File: config.mk
export PLATFORM = sky130hd
export DESIGN_NAME = psd_div_stage
export DESIGN_NICKNAME = d
export VERILOG_FILES = /design/src/rtl/core/psd_pkg.sv /design/src/rtl/core/psd_div_stage.sv
export SDC_FILE = /design/constraint.sdc
export NUM_CORES = 1
export LEC_CHECK = 0
export BUFFER_PORTS_ARGS = -buffer_cell sky130_fd_sc_hd__buf_2
export CORE_AREA = 4 4 230 232
export CTS_CLUSTER_DIAMETER = 100
export DETAILED_ROUTE_END_ITERATION = 10
export DIE_AREA = 0 0 234 236
export PLACE_DENSITY = 0.56
export SETUP_SLACK_MARGIN = 0.15
export SLEW_MARGIN = 10
export SYNTH_ARGS = -nofsm -noshare
export SYNTH_HDL_FRONTEND = slang
export SYNTH_SLANG_ARGS = --single-unit
File: constraint.sdc
create_clock -name clk -period 11.8 [get_ports clk]
set_clock_uncertainty 0.05 [all_clocks]
set_input_delay 0.59 -clock clk [delete_from_list [all_inputs] [get_ports clk]]
set_output_delay 0.59 -clock clk [all_outputs]
set_load 0.01 [all_outputs]
File: src/rtl/core/psd_pkg.sv
// Package for the point-to-segment squared distance unit.
// Widths, register codes and the pipeline stage record types; no dependencies.
`timescale 1ns / 1ps

package psd_pkg;

  localparam int COORD_WIDTH = 20;
  localparam int DIFF_W      = COORD_WIDTH + 1;
  localparam int PROD_W      = 2 * DIFF_W;
  localparam int SUM_W       = PROD_W + 1;
  // interior quotient and remainder stay below e < 2^PROD_W
  localparam int QW          = PROD_W;
  localparam int DIST_W      = 42;
  localparam int LIMIT_W     = 20;
  localparam int ADDR_W      = 3;
  localparam int DATA_W      = 32;

  localparam logic [DIST_W-1:0]  DIST_MAX    = {DIST_W{1'b1}};
  localparam logic [LIMIT_W-1:0] LIMIT_RESET = LIMIT_W'(1);

  typedef enum logic [0:0] {
    REG_DEGENERATE_LIMIT = 1'b0,
    REG_UNUSED           = 1'b1
  } reg_index_t;

  typedef enum logic [1:0] {
    REGION_DEGENERATE = 2'd0,
    REGION_START      = 2'd1,
    REGION_INTERIOR   = 2'd2,
    REGION_END        = 2'd3
  } region_t;

  typedef struct packed {
    logic                    valid;
    logic signed [SUM_W-1:0] e;
    logic signed [SUM_W-1:0] f;
    logic signed [SUM_W-1:0] ww;
    logic signed [SUM_W-1:0] uu;
  } front_t;

  typedef struct packed {
    logic             valid;
    region_t          region;
    logic [SUM_W-1:0] base;
    logic [QW-1:0]    f;
    logic [QW-1:0]    fsh;
    logic [QW-1:0]    e;
    logic [QW-1:0]    r;
    logic [QW-1:0]    qa;
    logic [QW-1:0]    qb;
  } div_t;

endpackage

File: src/rtl/core/psd_div_stage.sv
// One step of the floor(f*f/e) divider: consumes one bit of f, MSB first.
// Registered stage advancing on en. Depends on psd_pkg.
`timescale 1ns / 1ps

module psd_div_stage (
  input  logic          clk,
  input  logic          rst,
  input  logic          en,
  input  psd_pkg::div_t d_in,
  output psd_pkg::div_t d_out
);
  import psd_pkg::*;

  logic [QW:0] e_x;
  logic [QW:0] r2;
  logic [QW:0] r1;
  logic [QW:0] r3;
  logic [QW:0] rn;
  logic        c1;
  logic        c2;
  div_t        d_next;

  always_comb begin
    e_x = {1'b0, d_in.e};
    r2  = {d_in.r, 1'b0};
    c1  = (r2 >= e_x);
    r1  = c1 ? (r2 - e_x) : r2;
    r3  = r1 + {1'b0, d_in.f};
    c2  = d_in.fsh[QW-1] && (r3 >= e_x);
    if (d_in.fsh[QW-1]) begin
      rn = c2 ? (r3 - e_x) : r3;
    end else begin
      rn = r1;
    end
    d_next       = d_in;
    d_next.r     = rn[QW-1:0];
    d_next.fsh   = {d_in.fsh[QW-2:0], 1'b0};
    d_next.qa    = {d_in.qa[QW-2:0], c1};
    d_next.qb    = {d_in.qb[QW-2:0], c2};
  end

  always_ff @(posedge clk) begin
    if (rst) begin
      d_out.valid <= 1'b0;
    end else if (en) begin
      d_out.valid <= d_in.valid;
    end
  end

  always_ff @(posedge clk) begin
    if (en) begin
      d_out.region <= d_next.region;
      d_out.base   <= d_next.base;
      d_out.f      <= d_next.f;
      d_out.fsh    <= d_next.fsh;
      d_out.e      <= d_next.e;
      d_out.r      <= d_next.r;
      d_out.qa     <= d_next.qa;
      d_out.qb     <= d_next.qb;
    end
  end

endmodule

==> out/summary.md <==
### Setup path
- **Crit Path Class** in -> reg
- **required time of the worst setup path** 12.01 ns
- **signal arrival time at the worst endpoint** 10.15 ns
- **type of element launching the critical path** primary input
- **slowest stage cell on the critical path** sky130_fd_sc_hd__o21ai_4
- **cell repeated most along the worst path** sky130_fd_sc_hd__a21oi_1
- **critical path capture point type** register
- **delay of the slowest critical-path stage** 0.82 ns
- **RR Startpoint** d_out[297]
- **timing startpoint of the critical path** d_in[138]
- **biggest fanout along the worst timing path** 28

### Timing
- **transition time at the pin with the least slew margin** 1.06 ns
- **tightest hold margin** 0.166 ns
- **final count of negative-setup-slack endpoints** 0
- **setup slack of the critical path after layout** 1.86 ns
- **final count of pins violating max slew** 0
- **post-route clock period utilization** 0.842
- **upper clock frequency limit** 101 MHz
- **setup repair after global routing missed its margin** no
- **worst-case headroom to the max-slew limit** 0.292
- **setup_tns** 0 ns
- **Hold Vio Cnt, Final** 0
- **Final min period** 9.94 ns

### Power and ir drop
- **Seq pwr share** 0.308
- **Worst IR Drop VDD** 0.000123 V
- **combinational group share of total power** 0.469
- **leakage power** 9.49 nW
- **Internal Dissipation** 2.73 mW
- **power density normalized to cell area** 202 mW/mm2
- **switching portion of total power** 0.385
- **part of the power in the clock network** 0.223
- **NetSw** 1.71 mW

### Floorplanning
- **floorplan die area** 0.0552 mm2
- **die outline width** 234 um
- **Cell Rows** 83
- **initial cell density of the core** 0.338
- **count of pins on the block boundary** 599
- **vertical extent of the die** 236 um
- **core area** 0.0510 mm2

### Route
- **detailed-route wire length** 70.7 mm
- **via density per instance** 5.23
- **Pre-Repair DR Iteration Count** 6
- **remaining number of nets flagged by the antenna check after routing** 0
- **number of vias after detailed routing** 14800
- **Residual DRC** 0
- **per-cell routed wire length** 25.0 um
- **Iter 0 DRT Violations** 1024

### Finish
- **number of flip-flops in the largest register** 297
- **area grow syn2layout** 27.5%
- **fraction of layout cells with a size suffix above 1** 0.325
- **summed area of non-filler cells in the final layout** 0.0220 mm2
- **Most flops, register** d_out
- **count of placed standard cells in the final layout, fillers left out** 2831
- **top library cells by usage in the layout, fill and taps aside** 594 x sky130_fd_sc_hd__buf_2, 296 x sky130_fd_sc_hd__edfxtp_1, 158 x sky130_fd_sc_hd__a21oi_1
- **most common library cell in the layout ignoring fill and taps** sky130_fd_sc_hd__buf_2
- **largest registers** d_out: 297 flops
- **layout net count** 2550

### Synthesis
- **netlist area before placement** 0.0172 mm2
- **share of the synthesized area in compound gates (AO/OA/AOI/OAI)** 0.163
- **mux contribution to synthesized area** 0.0400
- **Cells after Synth** 1523
- **number of warnings printed during yosys synthesis** 0
- **syn nets** 1953
- **Main synth FF type** sky130_fd_sc_hd__edfxtp_1
- **async set or reset register ratio after synthesis** 0
- **count of flip-flops with a built-in enable after synthesis** 296
- **synthesized-area fraction occupied by xor and xnor cells** 0.0574
- **post-synthesis simple-gate area fraction** 0.101
- **number of storage elements in the synthesis netlist** 297
- **library cells used by synthesis** 86
- **Post-Syn Area per Cell** 11.3 um2
- **share of synthesized cell area in full adder, half adder and majority cells** 0.0949
- **Seq/Total Area, Yosys** 0.517
- **combinational family with the most area after synthesis** compound AO/OA/AOI/OAI gates

### Status
- **run status** completed

### Placement
- **gpl congestion** 1.01
- **# port buffers** 595
- **area post-placement** 0.0210 mm2
- **Inst Count DP** 2763
- **Detailed Place HPWL** 58.7 mm
- **pre-CTS WS** 1.38 ns

### Clocking
- **buffer depth of the longest clock path** 3
- **Skew-Pair Late Insertion Delay** 0.53 ns
- **post-cts gate resize count** 0
- **clock transition at the registers of the reported paths** 0.06 ns
- **Root Driver** sky130_fd_sc_hd__clkbuf_16
- **clock sink total** 297
- **clock buffers created by TritonCTS** 35
- **TritonCTS clock tree** yes
- **post-CTS setup buffer count** 0
- **H-Tree Level Count** 2
- **number of buffers added to fix hold violations after cts** 0

### Job
- **maximum capacitance violations** 0

### Global routing
- **global-route met3 utilization** 0.0668
- **met2 Use GR** 0.420
- **number of antenna violations at the first check in global routing** 41
- **wire length of the first global-routing pass** 98.6 mm
- **number of global-route vias before repair** 14500
- **GRT met1 Usage** 0.302
- **Most Used Layer, Global Route** met2
- **largest net degree at the start of global routing** 97
- **grt total ovfl** 0
- **overall routing resource usage** 0.243

### Hold path
- **launch point of the worst hold path** rst
- **class of the tightest hold or removal check** in -> reg

cells by family after synthesis:
family / after synthesis
flops: 297
xor+xnor: 113
compound gates: 439
other cells: 1
fa+ha+maj: 129
mux: 64
buf+inv: 116
simple gates: 364
cell type report:
class                      count  area (um2)
tap                          680         851
clock buffer                  42         902
fill                        5006       29000
timing repair buffer         605        3060
antenna                        8        20.0
inverter                      71         267
clock inverter                18         110
multi-input combinational   1110        7870
sequential                   297        8910
cells in the mapped netlist (5+ instances only):
master                     count  area (um2)
sky130_fd_sc_hd__edfxtp_1    296        8890
sky130_fd_sc_hd__a21oi_1     158         791
sky130_fd_sc_hd__ha_1        126        1580
sky130_fd_sc_hd__nor2_1      115         432
sky130_fd_sc_hd__nand2_1      93         349
sky130_fd_sc_hd__o21ai_0      76         380
sky130_fd_sc_hd__inv_1        70         263
sky130_fd_sc_hd__xnor2_1      70         613
sky130_fd_sc_hd__a21o_1       49         368
sky130_fd_sc_hd__xor2_1       43         377
sky130_fd_sc_hd__nand3_1      35         175
sky130_fd_sc_hd__mux2i_1      30         300
sky130_fd_sc_hd__clkbuf_1     27         101
sky130_fd_sc_hd__mux2_2       25         282
sky130_fd_sc_hd__a211oi_1     21         158
sky130_fd_sc_hd__nor3_1       19        95.1
sky130_fd_sc_hd__o21bai_1     18         135
sky130_fd_sc_hd__nand4_1      17         106
sky130_fd_sc_hd__nor2b_1      17         106
sky130_fd_sc_hd__o21a_1       15         113
sky130_fd_sc_hd__a31oi_1      14        87.6
sky130_fd_sc_hd__o21ai_1      13        65.1
sky130_fd_sc_hd__nand2b_1     12        75.1
sky130_fd_sc_hd__o211ai_1     12        90.1
sky130_fd_sc_hd__and2_1       11        68.8
sky130_fd_sc_hd__buf_2        11        55.1
sky130_fd_sc_hd__and3_1       10        62.6
sky130_fd_sc_hd__mux2_1        7        78.8
sky130_fd_sc_hd__nor4_1        7        43.8
sky130_fd_sc_hd__a221oi_1      6        52.6
sky130_fd_sc_hd__a21boi_0      5        37.5
sky130_fd_sc_hd__nand3b_1      5        37.5
layer usage:
| metal | vias to the layer above | share of wire |
|---|---|---|
| met5 | - | 0.0033 |
| met4 | 34 | 0.023 |
| met3 | 117 | 0.084 |
| met2 | 557 | 0.49 |
| met1 | 7133 | 0.40 |
| li1 | 6959 | - |
final timing paths:
kind           endpoint  slack, ns  depth (start not counted)
max          d_out[114]       1.86                         34
min          d_out[297]       0.17                          2
max reg2reg  d_out[297]      11.14                          2
min reg2reg  d_out[297]       0.46                          2
stage by stage:
stage | power [mW] | utilization
6_report | 4.45 | 0.431
5_1_grt | 4.73 | 0.431
4_1_cts | 4.47 | 0.431
3_5_place_dp | 3.45 | 0.411
3_3_place_gp | 3.44 | 0.411
2_1_floorplan | 2.83 | -
power by group through the flow:
| stage | combinational, mW | sequential [mW] | clock [mW] |
|---|---|---|---|
| final | 2.09 | 1.37 | 0.991 |
| after global routing | 2.28 | 1.38 | 1.07 |
| after CTS | 2.08 | 1.37 | 1.02 |
| after detailed placement | 2.06 | 1.39 | 0 |
| after global placement | 2.05 | 1.39 | 0 |
| after floorplan | 1.37 | 1.46 | 0 |
critical path: cells and delay by family:
kind                     cells  cell delay, ns
buffers and inverters        4            1.28
AND/OR/NAND/NOR              2            0.42
AO/OA/AOI/OAI               23            6.26
XOR/XNOR                     1            0.22
adder cells (fa/ha/maj)      3            1.07
multiplexers                 1            0.26
(Power assumes the default switching activity.)
